[src/rtl/core/mm_ram.sv]
module mm_ram #(
    parameter int WIDTH = 32,
    parameter int DEPTH = 64
) (
    input  logic                     clk,
    input  logic                     we,
    input  logic [$clog2(DEPTH)-1:0] waddr,
    input  logic [WIDTH-1:0]         wdata,
    input  logic [$clog2(DEPTH)-1:0] raddr,
    output logic [WIDTH-1:0]         rdata
);

    logic [WIDTH-1:0] mem [DEPTH];

    always_ff @(posedge clk)
    begin
        if (we)
            mem[waddr] <= wdata;
        rdata <= mem[raddr];
    end

endmodule

[config.mk]
export PLATFORM = sky130hd
export DESIGN_NAME = mm_ram
export DESIGN_NICKNAME = d
export VERILOG_FILES = /design/src/rtl/core/mm_ram.sv
export SDC_FILE = /design/constraint.sdc
export NUM_CORES = 2
export LEC_CHECK = 0
export ABC_AREA = 1
export ABC_CLOCK_PERIOD_IN_PS = 11000
export BUFFER_PORTS_ARGS = -buffer_cell sky130_fd_sc_hd__buf_2
export CORE_MARGIN = 3
export CORE_UTILIZATION = 25
export CTS_CLUSTER_DIAMETER = 100
export DETAILED_ROUTE_END_ITERATION = 8
export PLACE_DENSITY_LB_ADDON = 0.12
export SETUP_SLACK_MARGIN = 0.5
export SLEW_MARGIN = 10
export SYNTH_ARGS = -nofsm -noshare
export SYNTH_HDL_FRONTEND = slang
export SYNTH_SLANG_ARGS = --single-unit
[constraint.sdc]
create_clock -name clk -period 11 [get_ports clk]
set_input_delay 1.65 -clock clk [delete_from_list [all_inputs] [get_ports clk]]
set_output_delay 1.65 -clock clk [all_outputs]
set_load 0.01 [all_outputs]
==> qor.yml <==
worst_slack_ns: 5.69
use_met3: 0.0195
post_cts_buffers: 0
drv_cap: 0
fin_nets: 6850
grt_pass1_vias: 52000
cts_buffers: 235
routed_via_density: 4.66
grt_util_met1: 0.233
hold_buffers: 0
status: "completed"
dr.pass1.iters: 6
fp.dieArea_mm2: 0.338
critPathArrivalTime_ns: 6.09
slew_headroom: 0.258
cp-start-kind: "input port"
drtIter0Drc: 4501
post_cts_resized: 0
drive_above_1_share: 0.0890
tightestPinTransition_ns: 1.11
top_usage_layer: "met2"
final_common_cell: "nand2_1"
hp-start: "mem[14][22]"
synth_cells: 6769
die_h_um: 581
power.leakage_uw: 0.0327
pwr-share-seq: 0.506
ys_seq_area_frac: 0.751
cts_tree: "built"
setup_viol: 0
r2r_end: "rdata[13]"
placed_cells: 10900
hold_class: "reg2reg"
vias: 52800
crit_fanout: 88
hold_depth: 8
p_sw_frac: 0.232
grt_pass1_wl_um: 415000
hold_viol_final: 0
syn-mean-instance-area_um2: 12.2
crit_path_end_kind: "flop"
finalCritPeriodShare: 0.483
yosys_warnings: 0
drcViolationCount: 0
p_per_area_mw_per_mm2: 183
wire_per_inst_um: 26.0
die_w_um: 581
instances_no_fill: 11300
grt_overflow_total: 0
critical_path_class: "in2reg"
rsz0062_at_grt: "no"
mostFrequentLayoutCells: "nand2_1, edfxtp_1, nand3_1"
r2r_cells: 8
rows: 210
p_switching_uw: 4040
met2_usage: 0.288
post-place-ws_ns: 4.75
clk_latency_ns: 0.90
irDropWorstVdd_v: 0.000121
synth.area.top_cells: "edfxtp_1, nand3_1, nand2_1"
boundaryPins: 78
drt_wl_total_um: 295000
clk_pin_slew_ns: 0.06
areaGrowthSynthToFinish_pct: 15.4
regToRegStartpoint: "mem[49][13]"
fin_skew_ns: 0.0683
cts_max_path_buffers: 4
hold_path_end: "rdata[22]"
gr-usage-all-layers: 0.170
synth.largest_area_cell: "edfxtp_1"
cts_sinks: 2080
holdWs_ns: 0.757
drtAntennaViolNets: 0
intPower_uw: 13400
syn-cell-area_mm2: 0.0827
portBuffers: 77
pwr-share-comb: 0.060
h-tree-depth: 4
synth_top_area_share: 0.743
maxSlewViolCount: 0
gp_congestion: 0.738
start_util: 0.252
core_region_area_mm2: 0.328
synth_seq_cells: 2080
postSynthNetCount: 6815
antenna_found_initial: 21
post-route-min-period_ns: 5.31
tns_ns: 0
pwr-share-clk: 0.435
rrSetupSlack_ns: 9.08
dp_hpwl_um: 146000
root_buffer: "clkbuf_16"
critPathRequiredTime_ns: 11.78
grt_max_degree: 180
clock.fmax_ghz: 0.188
synth_cell_types: 16
## worst max-delay path by stage
stage	start	end
after floorplan	we	mem[48][0]
after global placement	raddr[1]	rdata[23]
after detailed placement	raddr[1]	rdata[23]
after CTS	raddr[1]	rdata[24]
after global routing	raddr[1]	rdata[23]
final	raddr[1]	rdata[23]
## cells in the mapped netlist (all sizes together)
master / n
clkbuf: 77
dfxtp: 32
nor2: 56
nand4: 9
nand2: 2248
nor4: 8
buf: 372
nand3: 1907
inv: 12
edfxtp: 2048
## critical path: stages
cell,delay (ns)
buf_8,0.47
buf_4,0.80
buf_4,0.91
buf_4,0.57
buf_4,0.69
nand3_1,0.16
nand3_1,0.11
nand3_1,0.09
nand3_1,0.23
nand2_1,0.09
nand2_1,0.06
nand2_1,0.05
## flip-flops by register name, summed over array words and instances (netlist names)
signal / cells
rdata: 32
mem: 2048
## cell families after synthesis
| family | count (synthesis) | synth area share |
|---|---|---|
| buffers and inverters | 461 | 0.0278 |
| flip-flops | 2080 | 0.751 |
| AND/OR/NAND/NOR | 4228 | 0.221 |
## metal layers
metal	vias to the layer above	routed length (µm)
li1	24200	-
met1	27200	134000
met2	1044	143000
met3	356	11100
met4	12	6010
met5	-	69
## power groups by stage
| stage | Clock, µW | Combinational, µW | Sequential [µW] |
|---|---|---|---|
| floorplan | 0 | 539 | 8960 |
| global placement | 0 | 1070 | 8990 |
| detailed placement | 0 | 1070 | 8990 |
| CTS | 7790 | 1070 | 8820 |
| global route | 8090 | 1150 | 8820 |
| finish | 7580 | 1040 | 8810 |
## final cells by class
cell class | count | area [µm²]
antenna | 8 | 20.0
clock buffer | 323 | 6420
clock inverter | 100 | 842
fill | 33500 | 233000
inverter | 12 | 86.3
multi-input combinational | 4228 | 18800
sequential | 2080 | 62100
tap | 4346 | 5440
timing repair buffer | 247 | 1790
## stage by stage
stage          total power [µW]  instance area, µm²  utilization
6_report                  17400               95500        0.291
5_1_grt                   18100               95500        0.291
4_1_cts                   17700               95500        0.291
3_5_place_dp              10100               88200        0.269
3_3_place_gp              10100               88200        0.269
2_1_floorplan              9500               82700            -
(Power assumes the default switching activity.)
