$ cat src/rtl/core/mm_pkg.sv
package mm_pkg;

    localparam int MAX_DIM   = 8;
    localparam int FRAC_BITS = 16;
    localparam int IDX_W     = 3;
    localparam int DIM_W     = 4;
    localparam int DEPTH     = MAX_DIM * MAX_DIM;
    localparam int ADDR_W    = 6;
    localparam int PROD_W    = 64;
    localparam int ACC_W     = 72;

    localparam logic [1:0] OP_WRITE_LEFT  = 2'd0;
    localparam logic [1:0] OP_WRITE_RIGHT = 2'd1;
    localparam logic [1:0] OP_COMPUTE     = 2'd2;
    localparam logic [1:0] OP_NONE        = 2'd3;

    localparam logic [1:0] REG_LEFT_ROWS  = 2'd0;
    localparam logic [1:0] REG_INNER_SIZE = 2'd1;
    localparam logic [1:0] REG_RIGHT_COLS = 2'd2;

    typedef enum logic [2:0] {
        ST_IDLE = 3'b001,
        ST_RUN  = 3'b010,
        ST_DONE = 3'b100
    } state_t;

    // control token that walks down the cell chain with the operands
    typedef struct packed {
        logic             valid;
        logic             first;
        logic             fin;
        logic             last;
        logic [IDX_W-1:0] row;
        logic [IDX_W-1:0] col;
    } tag_t;

    function automatic logic [DIM_W-1:0] clamp_dim(input logic [DIM_W-1:0] d);
        logic [DIM_W-1:0] r;
        r = d;
        if (d == '0)
            r = DIM_W'(1);
        else if (d > DIM_W'(MAX_DIM))
            r = DIM_W'(MAX_DIM);
        return r;
    endfunction

endpackage

$ cat src/rtl/core/mm_mul_cell.sv
module mm_mul_cell (
    input  logic                        clk,
    input  logic                        rst_n,
    input  mm_pkg::tag_t                tag_in,
    input  logic signed [31:0]          a,
    input  logic signed [31:0]          b,
    output mm_pkg::tag_t                tag_out,
    output logic signed [mm_pkg::PROD_W-1:0] prod
);

    mm_pkg::tag_t                      tag_reg;
    logic signed [mm_pkg::PROD_W-1:0]  prod_reg;

    always_ff @(posedge clk or negedge rst_n)
    begin
        if (!rst_n)
            tag_reg <= '0;
        else
            tag_reg <= tag_in;
    end

    always_ff @(posedge clk)
    begin
        prod_reg <= a * b;
    end

    assign tag_out = tag_reg;
    assign prod    = prod_reg;

endmodule

$ cat config.mk
export PLATFORM = sky130hd
export DESIGN_NAME = mm_mul_cell
export DESIGN_NICKNAME = d
export VERILOG_FILES = /design/src/rtl/core/mm_pkg.sv /design/src/rtl/core/mm_mul_cell.sv
export SDC_FILE = /design/constraint.sdc
export NUM_CORES = 2
export LEC_CHECK = 0
export ABC_AREA = 1
export BUFFER_PORTS_ARGS = -buffer_cell sky130_fd_sc_hd__buf_2
export CAP_MARGIN = 25
export CORE_MARGIN = 10
export CORE_UTILIZATION = 50
export CTS_CLUSTER_DIAMETER = 80
export CTS_CLUSTER_SIZE = 16
export DETAILED_ROUTE_END_ITERATION = 8
export GPL_ROUTABILITY_DRIVEN = 0
export PLACE_DENSITY_LB_ADDON = 0.1
export SYNTH_ARGS = -nofsm -noshare
export SYNTH_HDL_FRONTEND = slang
export SYNTH_SLANG_ARGS = --single-unit
$ cat constraint.sdc
create_clock -name clk -period 0.8 [get_ports clk]
set_input_delay 0.08 -clock clk [delete_from_list [all_inputs] [get_ports clk]]
set_output_delay 0.08 -clock clk [all_outputs]
set_load 0.05 [all_outputs]
==> flow_summary.toml <==
[worst_setup_path]
cp.required_ns = 1.04
critPathLaunch = "a[31]"
endpoint_kind = "register"
worstSetupPathType = "primary input to register"
worstSetupEndpoint = "prod[61]"
cp_max_fo = 8
cp-start-kind = "primary input"
worst_ep_arrival_time_ns = 6.55

[drt]
via_per_inst = 4.99
route.detailed.drc = 0
num_vias = 33200
avgRoutedWirePerCell_microns = 19.0
drt_iter0_markers = 2296
first_pass_iters = 7
ant_nets = 0
wl_microns = 126000

[synthesis]
synth_top_flop_cell = "dfxtp_1"
yosysSeqAreaShare_pct = 3.84
synth_common_cells = "inv_1 (1615), nand2_1 (1374), fa_1 (1082), clkbuf_1 (192), ha_1 (184)"
synth_nets = 6325
ys_ff_latch = 74
syn_inst = 4983
ys_async_sr_fraction_pct = 13.5
yosys.area.top_type = "fa_1"
synth_warnings = 0
avgSynthCellArea_sq_um = 8.00
synth_most_common_cell = "inv_1"
synth-edff-count = 0
synth.top_cell.area_share_pct = 54.3
synthTopCellsByArea = "fa_1 (54%), inv_1 (15%), nand2_1 (13%)"
yosysUniqueCellTypes = 32
syn_area_sq_um = 39900

[die]
core_area_sq_um = 79000
die_area_sq_um = 91500
rows = 103
dieWidth_microns = 302
start_util_pct = 50.5
die_h_microns = 302
io_pins = 150

[timing]
period_needed_ns = 6.32
tns_ns = -305.50
layout_setup_ws_ns = -5.52
finalMaxSlewViolations = 0
final.period_utilization_pct = 790
hold_viol = 0
clock.fmax_mhz = 158
setup_violations = 136
relSlewSlack_pct = 78.3
rsz0062_at_grt = "yes"
holdWs_ns = 0.134
max_slew.worst_pin.slew_ns = 0.324

[global_routing]
overflow = 0
grt_pass1_wl_microns = 200000
met1_usage_pct = 37.8
grt_max_degree = 25
grt_pass1_vias = 35900
track_usage_pct = 28.3
use_met2_pct = 47.1
antenna_found_initial = 3
busiest_layer = "met2"
use_met3_pct = 5.54

[status]
violations = "negative setup slack"
outcome = "finished with violations"

[clock_network]
cts_tree = "done"
cts_sinks = 74
root_buffer = "clkbuf_16"
htree_levels = 3
cts_buffers = 9
path_clk_slew_ns = 0.06
clk_path_buf_depth = 2

[cells_and_area]
largest_reg_flops = 64
nets = 6932
num_antenna_cells = 0
n_fill_cell = 6296
area_delta_synth_final_pct = 34.9
final_cells = 6645
drive_gt1_share_pct = 31.3

[placed_design]
hpwl_microns = 104000
place_inst = 6489
io_buffers = 149

[job]
max_cap_violations = 0

[min_path]
hp-class = "primary input to async pin"
-- cell families (layout without fill, tap and decap cells) --
kind of cell / after synthesis / after routing / share of synthesized area, %
xor gates and xnor gates: 39 / 39 / 0.856
buffers and inverters: 1810 / 2422 / 17.0
DFF: 74 / 74 / 3.84
and+or+nand+nor: 1660 / 1660 / 16.3
adders and majority gates: 1266 / 1266 / 60.1
AOI/OAI and AO/OA: 134 / 134 / 1.87
-- layout by cell type, fill, tap and decap left out, types with 13 or more instances in the layout --
cell       synthesis  final
inv_2              1    142
buf_4              0    420
nand2_4            0    102
buf_12             0     77
buf_2              0     19
inv_1           1615   1465
o21ai_2            1     14
xor2_2             0     13
buf_8              0     90
nand4_1           17     17
buf_6              0    153
nor2_1           156     65
fa_2               0    135
nor2_2            14     22
fa_1            1082    947
ha_1             184    107
dfxtp_2            0     53
a21oi_2            3     26
clkbuf_16          0     15
a21oi_4            0     39
nand2_2           11    135
nand3_1           62     30
nand3_2            4     28
nor2_4             0     83
xor2_1            33     14
nand2_1         1374   1139
ha_4               0     77
-- critical path, cell delays in order --
cell,delay [ns]
buf_12,0.11
buf_12,0.15
nand2_2,0.08
fa_2,0.62
buf_6,0.11
fa_2,0.49
fa_1,0.63
clkinvlp_4,0.19
buf_4,0.18
fa_2,0.52
inv_1,0.06
fa_2,0.57
fa_2,0.44
fa_1,0.49
inv_1,0.05
fa_1,0.54
ha_4,0.23
inv_1,0.09
o21ai_1,0.13
nand3_1,0.11
nand2_1,0.09
a21oi_2,0.15
nand2_1,0.10
a21oi_2,0.14
nand2_1,0.07
nand2_1,0.05
nand2_1,0.07
-- timing repair --
item,CTS,global route
endpoints found under the setup margin,138,137
pin swaps,452,351
endpoints found under the hold margin,20,0
hold buffers,11,0
buffers inserted,90,36
resized for setup,1076,376
gates cloned,12,6
-- metal layers --
metal  share of wire, %  vias to the layer above
met3                8.1                      214
li1                   -                    14900
met5              0.021                        -
met2                 49                     1101
met4                3.0                        4
met1                 40                    17000
-- final cells by class --
class,instances,area (sq um),area share (%)
inverters,1618,6100,11.3
multi-input cells,3099,36000,67.0
flip-flops and latches,74,1640,3.05
clock inverters,6,42.5,0.0791
clock buffers,10,229,0.426
well taps,1050,1310,2.44
repair buffers,788,8440,15.7
-- stage by stage --
| step | cell area, sq um | setup slack (ns) | util (%) |
|---|---|---|---|
| 6_report | 53800 | -5.52 | 68.1 |
| 5_1_grt | 53800 | -5.65 | 68.1 |
| 4_1_cts | 52200 | -5.40 | 66.1 |
| 3_5_place_dp | 47100 | -6.00 | 59.7 |
| 3_3_place_gp | 47100 | -5.98 | 59.7 |
| 2_1_floorplan | 42300 | -5.60 | - |
-- how the worst min path moves through the flow --
stage	start	cells after the start	slack, ns	end
finish	rst_n	2	0.13	tag_out[3]
global route	rst_n	2	0.16	tag_out[2]
CTS	rst_n	2	0.11	tag_out[4]
detailed placement	rst_n	1	-0.05	tag_out[0]
global placement	rst_n	1	-0.06	tag_out[8]
floorplan	rst_n	0	-0.22	tag_out[0]
Power is not shown: default switching activity piles up to over one toggle a cycle in this logic, so the estimate is an artifact.
