===== config.mk =====
export PLATFORM = sky130hd
export DESIGN_NAME = mm_acc_cell
export DESIGN_NICKNAME = d
export VERILOG_FILES = /design/src/rtl/core/mm_pkg.sv /design/src/rtl/core/mm_acc_cell.sv
export SDC_FILE = /design/constraint.sdc
export NUM_CORES = 1
export LEC_CHECK = 0
export BUFFER_PORTS_ARGS = -buffer_cell sky130_fd_sc_hd__buf_2
export CAP_MARGIN = 10
export CORE_MARGIN = 2
export CORE_UTILIZATION = 45
export CTS_CLUSTER_SIZE = 28
export DETAILED_ROUTE_END_ITERATION = 12
export HOLD_SLACK_MARGIN = 0.12
export PLACE_DENSITY = 0.78
export SLEW_MARGIN = 10
export SYNTH_ARGS = -nofsm -noshare
export SYNTH_HDL_FRONTEND = slang
export SYNTH_SLANG_ARGS = --single-unit

===== constraint.sdc =====
create_clock -name clk -period 2.8 [get_ports clk]
set_clock_uncertainty 0.1 [all_clocks]
set_input_delay 0.14 -clock clk [delete_from_list [all_inputs] [get_ports clk]]
set_output_delay 0.14 -clock clk [all_outputs]
set_load 0.05 [all_outputs]

===== src/rtl/core/mm_pkg.sv =====
package mm_pkg;

    localparam int MAX_DIM   = 8;
    localparam int FRAC_BITS = 16;
    localparam int IDX_W     = 3;
    localparam int DIM_W     = 4;
    localparam int DEPTH     = MAX_DIM * MAX_DIM;
    localparam int ADDR_W    = 6;
    localparam int PROD_W    = 64;
    localparam int ACC_W     = 72;

    localparam logic [1:0] OP_WRITE_LEFT  = 2'd0;
    localparam logic [1:0] OP_WRITE_RIGHT = 2'd1;
    localparam logic [1:0] OP_COMPUTE     = 2'd2;
    localparam logic [1:0] OP_NONE        = 2'd3;

    localparam logic [1:0] REG_LEFT_ROWS  = 2'd0;
    localparam logic [1:0] REG_INNER_SIZE = 2'd1;
    localparam logic [1:0] REG_RIGHT_COLS = 2'd2;

    typedef enum logic [2:0] {
        ST_IDLE = 3'b001,
        ST_RUN  = 3'b010,
        ST_DONE = 3'b100
    } state_t;

    // control token that walks down the cell chain with the operands
    typedef struct packed {
        logic             valid;
        logic             first;
        logic             fin;
        logic             last;
        logic [IDX_W-1:0] row;
        logic [IDX_W-1:0] col;
    } tag_t;

    function automatic logic [DIM_W-1:0] clamp_dim(input logic [DIM_W-1:0] d);
        logic [DIM_W-1:0] r;
        r = d;
        if (d == '0)
            r = DIM_W'(1);
        else if (d > DIM_W'(MAX_DIM))
            r = DIM_W'(MAX_DIM);
        return r;
    endfunction

endpackage


===== src/rtl/core/mm_acc_cell.sv =====
module mm_acc_cell (
    input  logic                             clk,
    input  logic                             rst_n,
    input  mm_pkg::tag_t                     tag_in,
    input  logic signed [mm_pkg::PROD_W-1:0] prod,
    output mm_pkg::tag_t                     tag_out,
    output logic signed [mm_pkg::ACC_W-1:0]  acc
);

    mm_pkg::tag_t                     tag_reg;
    logic signed [mm_pkg::ACC_W-1:0]  acc_reg;
    logic signed [mm_pkg::ACC_W-1:0]  acc_next;
    logic signed [mm_pkg::ACC_W-1:0]  prod_ext;

    assign prod_ext = mm_pkg::ACC_W'(prod);

    always_comb
    begin
        acc_next = acc_reg;
        if (tag_in.valid)
            acc_next = tag_in.first ? prod_ext : acc_reg + prod_ext;
    end

    always_ff @(posedge clk or negedge rst_n)
    begin
        if (!rst_n)
            tag_reg <= '0;
        else
            tag_reg <= tag_in;
    end

    always_ff @(posedge clk)
    begin
        acc_reg <= acc_next;
    end

    assign tag_out = tag_reg;
    assign acc     = acc_reg;

endmodule


==> flow_summary_export.csv, run 1 <==
group,metric,value,unit
timing,setup_slack,-0.549,ns
finish,layout-drive-gt1-share,44.0,%
die,die_y,133,um
global_routing,grt_pass1_vias,9098,
die,row_count,47,
status,violations,"setup timing",
route,top_layer_used,"met4",
clock_tree,cts_sinks,82,
global_routing,grt_pass1_wl,44500,um
global_routing,antenna_found_initial,0,
synth,async_flop_share,12.2,%
finish,diodes,0,
timing,fmax,0.299,GHz
timing,rsz0062_at_grt,"yes",
setup_path,start_kind,"flip-flop",
hold_path,hp-start,"tag_in[9]",
setup_path,required,2.81,ns
global_routing,grt_max_degree,54,
global_routing,track_usage,30.8,%
clock_tree,cts_tree,"built",
timing,min_period,3.35,ns
timing,setup_violations,46,
synth,synthTopCellsByArea,"edfxtp_1, ha_1, o21ai_0",
job,cap_violations,0,
setup_path,crit_fanout,2,
finish,postLayoutCoreUtil,76.9,%
power_and_ir_drop,peakVddDrop,362,uV
synth,synth_common_cells,"nand2_1, o21ai_0, a21oi_1",
timing,relSlewSlack,59.1,%
setup_path,regToRegSetupSlack,-0.55,ns
route,remaining_drc_errors,0,
global_routing,gr-total-overflow,0,
timing,fin_hold_ws,0.128,ns
setup_path,r2r-start,"acc[20]",
finish,stdcell_area,0.0126,mm2
clock_tree,cts.htree.levels,3,
route,drt_wl_total,29400,um
die,coreArea,0.0164,mm2
route,route.met3.wl,2360,um
hold_path,hold_end,"tag_out[9]",
clock_tree,clock-root-buffer,"clkbuf_16",
finish,fill_cells,978,
route,wl_met2,14200,um
route,vias_per_cell,5.82,
place,routabilityCongestion,0.913,
timing,timing.setup.tns,-11.57,ns
timing,finalHoldViolCount,0,
synth,synth_top_area_share,28.8,%
setup_path,r2r_end,"acc[71]",
synth,syn_avg_cell_area,8.45,um2
route,routedWlPerCell,18.6,um
synth,synthCells,888,
synth,synth_seq_area_share,32.2,%
synth,synth.most_common_cell,"nand2_1",
die,die_area,0.0177,mm2
synth,synth_flop_cell,"edfxtp_1",
die,io_pins,158,
clock_tree,clkTransAtPathRegs,0.08,ns
route,via_count,9219,
place,numPortBuffers,157,
synth,yosysUniqueCellTypes,71,
route,first_pass_iters,5,
synth,synth_nets,1036,
place,dpl.hpwl,18100,um
synth,yosysWarnings,0,
status,status,"finished with violations",
hold_path,min_path_type,"in2reg",
timing,slew_viol_final,0,
finish,fin_nets,1506,
route,detail-route-antenna-nets,0,
clock_tree,insertion_delay,0.37,ns
power_and_ir_drop,p_per_area,596,mW/mm2
hold_path,min_path_cells,1,
timing,worst_pin_slew,0.613,ns
route,drt-met1-wl,11500,um
place,place_area,0.0103,mm2
setup_path,cp.arrival,3.36,ns
setup_path,endpoint_kind,"flip-flop",
die,die_w,133,um
setup_path,crit_type,"reg2reg",
die,initial_utilization,45.7,%
clock_tree,clk_path_buf_depth,2,
clock_tree,numCtsBuffers,9,
synth,ys_seq_elements,82,
timing,post-route-period-util,120,%
synth,synth_edf_count,72,
route,drtIter0Drc,713,
synth,yosys.area.top_type,"edfxtp_1",
synth,mappedNetlistArea,0.00750,mm2
finish,largest_register_ffs,72,
power_and_ir_drop,power_leakage,5.56,nW
setup_path,rr_worst_depth,12,
finish,area_growth_syn_to_layout,68.2,%
==> critical path, cell delays in order (launching register included) <==
cell       delay, ns
edfxtp_1        0.46
ha_4            0.26
a211oi_2        0.29
o211a_1         0.24
o41ai_4         0.09
buf_4           0.17
a211oi_4        0.25
a21oi_2         0.13
nor4_4          0.32
o41ai_4         0.13
a2111oi_2       0.41
a311oi_1        0.10
xnor2_1         0.14
==> power by group <==
part           switching, mW  total, mW  leakage, nW  internal (mW)
Combinational           2.49       4.51         4.57           2.02
Sequential             0.116       1.67        0.830           1.55
Clock                  0.558       1.34        0.152          0.778
Total                   3.17       7.51         5.56           4.35
==> per-layer routing <==
layer,global-route usage (%),up-vias
met5,0,-
met4,10.8,0
met3,7.34,148
met2,53.8,515
met1,37.3,4328
li1,-,4228
==> worst max path at each step <==
stage / start / to / slack, ns
3_5_place_dp: acc[9] / acc[68] / -0.69
2_1_floorplan: acc[20] / acc[71] / -0.55
4_1_cts: acc[0] / acc[46] / -0.37
6_report: acc[20] / acc[71] / -0.55
5_1_grt: acc[18] / acc[71] / -0.71
3_3_place_gp: acc[9] / acc[71] / -0.53
==> per-stage QoR <==
stage / total power, mW / worst slack [ns] / cells
2_1_floorplan: 3.94 / -0.554 / 888
3_3_place_gp: 5.20 / -0.529 / 1448
3_5_place_dp: 5.27 / -0.686 / 1448
4_1_cts: 7.06 / -0.370 / 1563
5_1_grt: 7.85 / -0.711 / 1583
6_report: 7.51 / -0.549 / 1583
==> cells by family after synthesis <==
| group | count (synthesis) | synth area share, % |
|---|---|---|
| flops | 82 | 32.2 |
| simple gates | 269 | 16.4 |
| xor+xnor | 67 | 7.82 |
| mux | 4 | 0.601 |
| fa+ha+maj | 72 | 12.1 |
| buf+inv | 67 | 3.55 |
| compound gates | 327 | 27.3 |
==> cell usage in the layout (no fill, tap or decap), drive strengths merged, types with 9 or more instances in the layout <==
| cell | netlist | final |
|---|---|---|
| o21ai | 117 | 117 |
| o21bai | 14 | 14 |
| nor2 | 47 | 47 |
| inv | 21 | 21 |
| nand2 | 138 | 138 |
| edfxtp | 72 | 72 |
| nand2b | 9 | 9 |
| buf | 13 | 431 |
| a21o | 30 | 30 |
| ha | 71 | 71 |
| a21oi | 98 | 98 |
| clkbuf | 33 | 10 |
| nand3 | 16 | 16 |
| xnor2 | 40 | 40 |
| xor2 | 27 | 27 |
| nor3 | 11 | 11 |
| o21a | 11 | 11 |
| dfrtp | 10 | 10 |
| dlygate4sd3 | 0 | 74 |
| nand4 | 19 | 19 |
==> area by class of cell <==
type                            instances  area, um2  share of cell area, %
Timing Repair Buffer                  505       3720                   29.5
Clock buffer                           10        229                   1.82
Clock inverter                          6       82.6                  0.655
Sequential cell                        82       2410                   19.1
Multi-Input combinational cell        739       5820                   46.1
Tap cell                              220        275                   2.18
Inverter                               21       78.8                  0.625
==> timing repair <==
item | in CTS | in global routing
hold buffers | 74 | 0
cloned | 0 | 0
pin swaps | 69 | 53
setup buffers | 27 | 21
resized for setup | 114 | 72
endpoints found under the hold margin | 82 | 0
endpoints found under the setup margin | 45 | 53
Note: power is estimated with default switching activity, not from simulation.
==> run 2: changes to the inputs <==
--- a/config.mk
+++ b/config.mk
@@ -12,8 +12,9 @@
 export CTS_CLUSTER_SIZE = 28
 export DETAILED_ROUTE_END_ITERATION = 12
 export HOLD_SLACK_MARGIN = 0.12
-export PLACE_DENSITY = 0.78
+export PLACE_DENSITY = 0.76
 export SLEW_MARGIN = 10
 export SYNTH_ARGS = -nofsm -noshare
 export SYNTH_HDL_FRONTEND = slang
 export SYNTH_SLANG_ARGS = --single-unit
+export TNS_END_PERCENT = 5
==> constraint.sdc (replaced) <==
create_clock -name clk -period 3.6 [get_ports clk]
set_clock_uncertainty 0.1 [all_clocks]
set_input_delay 0.18 -clock clk [delete_from_list [all_inputs] [get_ports clk]]
set_output_delay 0.18 -clock clk [all_outputs]
set_load 0.05 [all_outputs]
==> run 2 against run 1 <==
The flow now finishes without violations. Core utilization shrank 18 points. First-iteration DRC count shrank 28%. Highest routed layer unchanged. Count of clock-buffer cells in the layout grew 2. Combinational power shrank 48%. Clock power shrank 30%. Sequential power shrank 23%. Largest cell class unchanged. Setup slack gained 0.67 ns. Sequential share of layout area grew 6.0 points. Critical endpoint is now acc[67]. Critical path depth grew 2. Flip-flop and latch count is the same. Via count shrank 19%. Final cell count shrank 16%.
==> flow_summary_export.csv, run 2 (synthesis gave the netlist of run 1 again) <==
group,metric,value,unit
status,status,"complete, no violations",
setup_path,crit_chain,"dlygate4sd3_1 > buf_2 > ha_1 > a21oi_1 > o21ai_0 > a221oi_2 > o211ai_2 > a21oi_2 > o211a_4 > o31ai_4 > a21oi_1 > o21ai_1 > xnor2_1 > o21ai_1",
setup_path,required,3.60,ns
finish,diodes,0,
hold_path,min_path_cells,2,
finish,layout-drive-gt1-share,20.5,%
clock_tree,clkTransAtPathRegs,0.07,ns
power_and_ir_drop,power.total,4.55,mW
clock_tree,cts_tree,"built",
die,die_area,0.0177,mm2
clock_tree,clk_path_buf_depth,2,
clock_tree,clock-root-buffer,"clkbuf_16",
route,drtIter0Drc,510,
route,drt_wl_total,21600,um
timing,finalHoldViolCount,0,
finish,fill_cells,1480,
finish,final_common_cell,"buf_2",
place,routabilityCongestion,0.930,
global_routing,grtUsageMet1,32.7,%
die,coreArea,0.0164,mm2
place,dpl.hpwl,16100,um
timing,fin_hold_ws,0.176,ns
clock_tree,numCtsBuffers,9,
setup_path,r2r_end,"acc[69]",
setup_path,cp_num_buf_inv,2,
finish,area_growth_syn_to_layout,28.3,%
timing,timing.setup.tns,0,ns
setup_path,regToRegSetupSlack,0.22,ns
die,row_count,47,
route,detail-route-antenna-nets,0,
setup_path,critPathTopFamily,"compound AO/OA/AOI/OAI gates",
power_and_ir_drop,peakVddDrop,269,uV
job,cap_violations,0,
clock_tree,cts_sinks,82,
route,via_count,7472,
die,initial_utilization,45.7,%
finish,fin_nets,1247,
global_routing,grt_use_met3,5.18,%
die,io_pins,158,
setup_path,rr_worst_depth,12,
hold_path,hp-start,"prod[63]",
timing,min_period,3.48,ns
setup_path,crit_type,"in2reg",
route,remaining_drc_errors,0,
global_routing,grt.met2_usage,40.6,%
timing,fmax,0.287,GHz
clock_tree,cts_setup_buffers,0,
timing,post-route-period-util,96.7,%
hold_path,hold_end,"acc[71]",
setup_path,crit_path_max_incr_delay,0.55,ns
setup_path,start_kind,"input port",
power_and_ir_drop,p_per_area,473,mW/mm2
global_routing,top_usage_layer,"met2",
clock_tree,insertion_delay,0.36,ns
clock_tree,cts.htree.levels,3,
timing,worst_pin_slew,0.909,ns
route,vias_per_cell,5.64,
global_routing,grt_max_degree,68,
timing,setup_violations,0,
setup_path,cp.arrival,3.48,ns
global_routing,track_usage,24.6,%
setup_path,endpoint_kind,"flip-flop",
finish,postLayoutCoreUtil,58.6,%
global_routing,antenna_found_initial,0,
timing,relSlewSlack,39.4,%
timing,rsz0062_at_grt,"yes",
die,die_w,133,um
global_routing,gr-total-overflow,0,
global_routing,grt_pass1_wl,35500,um
finish,mostFrequentLayoutCells,"buf_2, nand2_1, o21ai_0, a21oi_1, dlygate4sd3_1",
route,routedWlPerCell,16.3,um
setup_path,crit_fanout,4,
route,first_pass_iters,7,
place,numPortBuffers,157,
timing,slew_viol_final,0,
die,die_y,133,um
hold_path,min_path_type,"in2reg",
setup_path,r2r-start,"acc[17]",
setup_path,crit_path_top_delay_cell,"dlygate4sd3_1",
global_routing,grt_pass1_vias,7229,
power_and_ir_drop,power_leakage,4.11,nW
finish,largest_register_ffs,72,
[run 2: final cells by class]
class / instances / area [um2] / share of cell area (%)
multi-input cells: 739 / 4910 / 51.0
flip-flops and latches: 82 / 2410 / 25.1
repair buffers: 246 / 1660 / 17.3
well taps: 220 / 275 / 2.86
clock buffers: 12 / 258 / 2.68
inverters: 21 / 78.8 / 0.819
clock inverters: 4 / 26.3 / 0.273
[run 2: where the power goes]
| group | switching, mW | internal [mW] | leakage, nW | total, mW |
|---|---|---|---|---|
| logic | 1.50 | 0.839 | 3.14 | 2.34 |
| clock network | 0.426 | 0.510 | 0.138 | 0.935 |
| registers | 0.0714 | 1.21 | 0.830 | 1.28 |
| total | 2.00 | 2.55 | 4.11 | 4.55 |
[run 2: through the flow]
stage          worst slack, ns  cell area [um2]  cells
2_1_floorplan            0.146             7500    888
3_3_place_gp             0.223             8520   1235
3_5_place_dp             0.125             8520   1235
4_1_cts                 0.0451             9540   1324
5_1_grt                -0.0497             9620   1324
6_report                 0.121             9620   1324
[run 2: repair_timing]
item | CTS | global route
hold buffers | 73 | 0
gates resized for setup | 0 | 17
endpoints found under the setup margin | 0 | 13
hold endpoints to repair | 81 | 0
[run 2: worst register-to-register path, delay by kind of cell (launching register included)]
kind                       cells  cell delay (ns)
adders and majority gates      1             0.43
buffers and inverters          1             0.07
AOI/OAI and AO/OA              4             0.79
and+or+nand+nor                6             1.31
DFF                            1             0.41
[run 2: how the worst max path moves through the flow]
stage | endpoint | slack [ns] | cells after the start | start
floorplan | acc[69] | 0.15 | 13 | acc[19]
global placement | acc[70] | 0.22 | 12 | acc[23]
detailed placement | acc[66] | 0.13 | 14 | acc[0]
CTS | acc[66] | 0.05 | 16 | prod[0]
global route | acc[66] | -0.05 | 16 | prod[0]
finish | acc[67] | 0.12 | 14 | prod[6]
[run 2: layer usage]
layer  vias to the layer above  routed length [um]
li1                       3710                   -
met1                      3495                9820
met2                       237               10000
met3                        30                1420
met4                         0                 357
met5                         -                   0
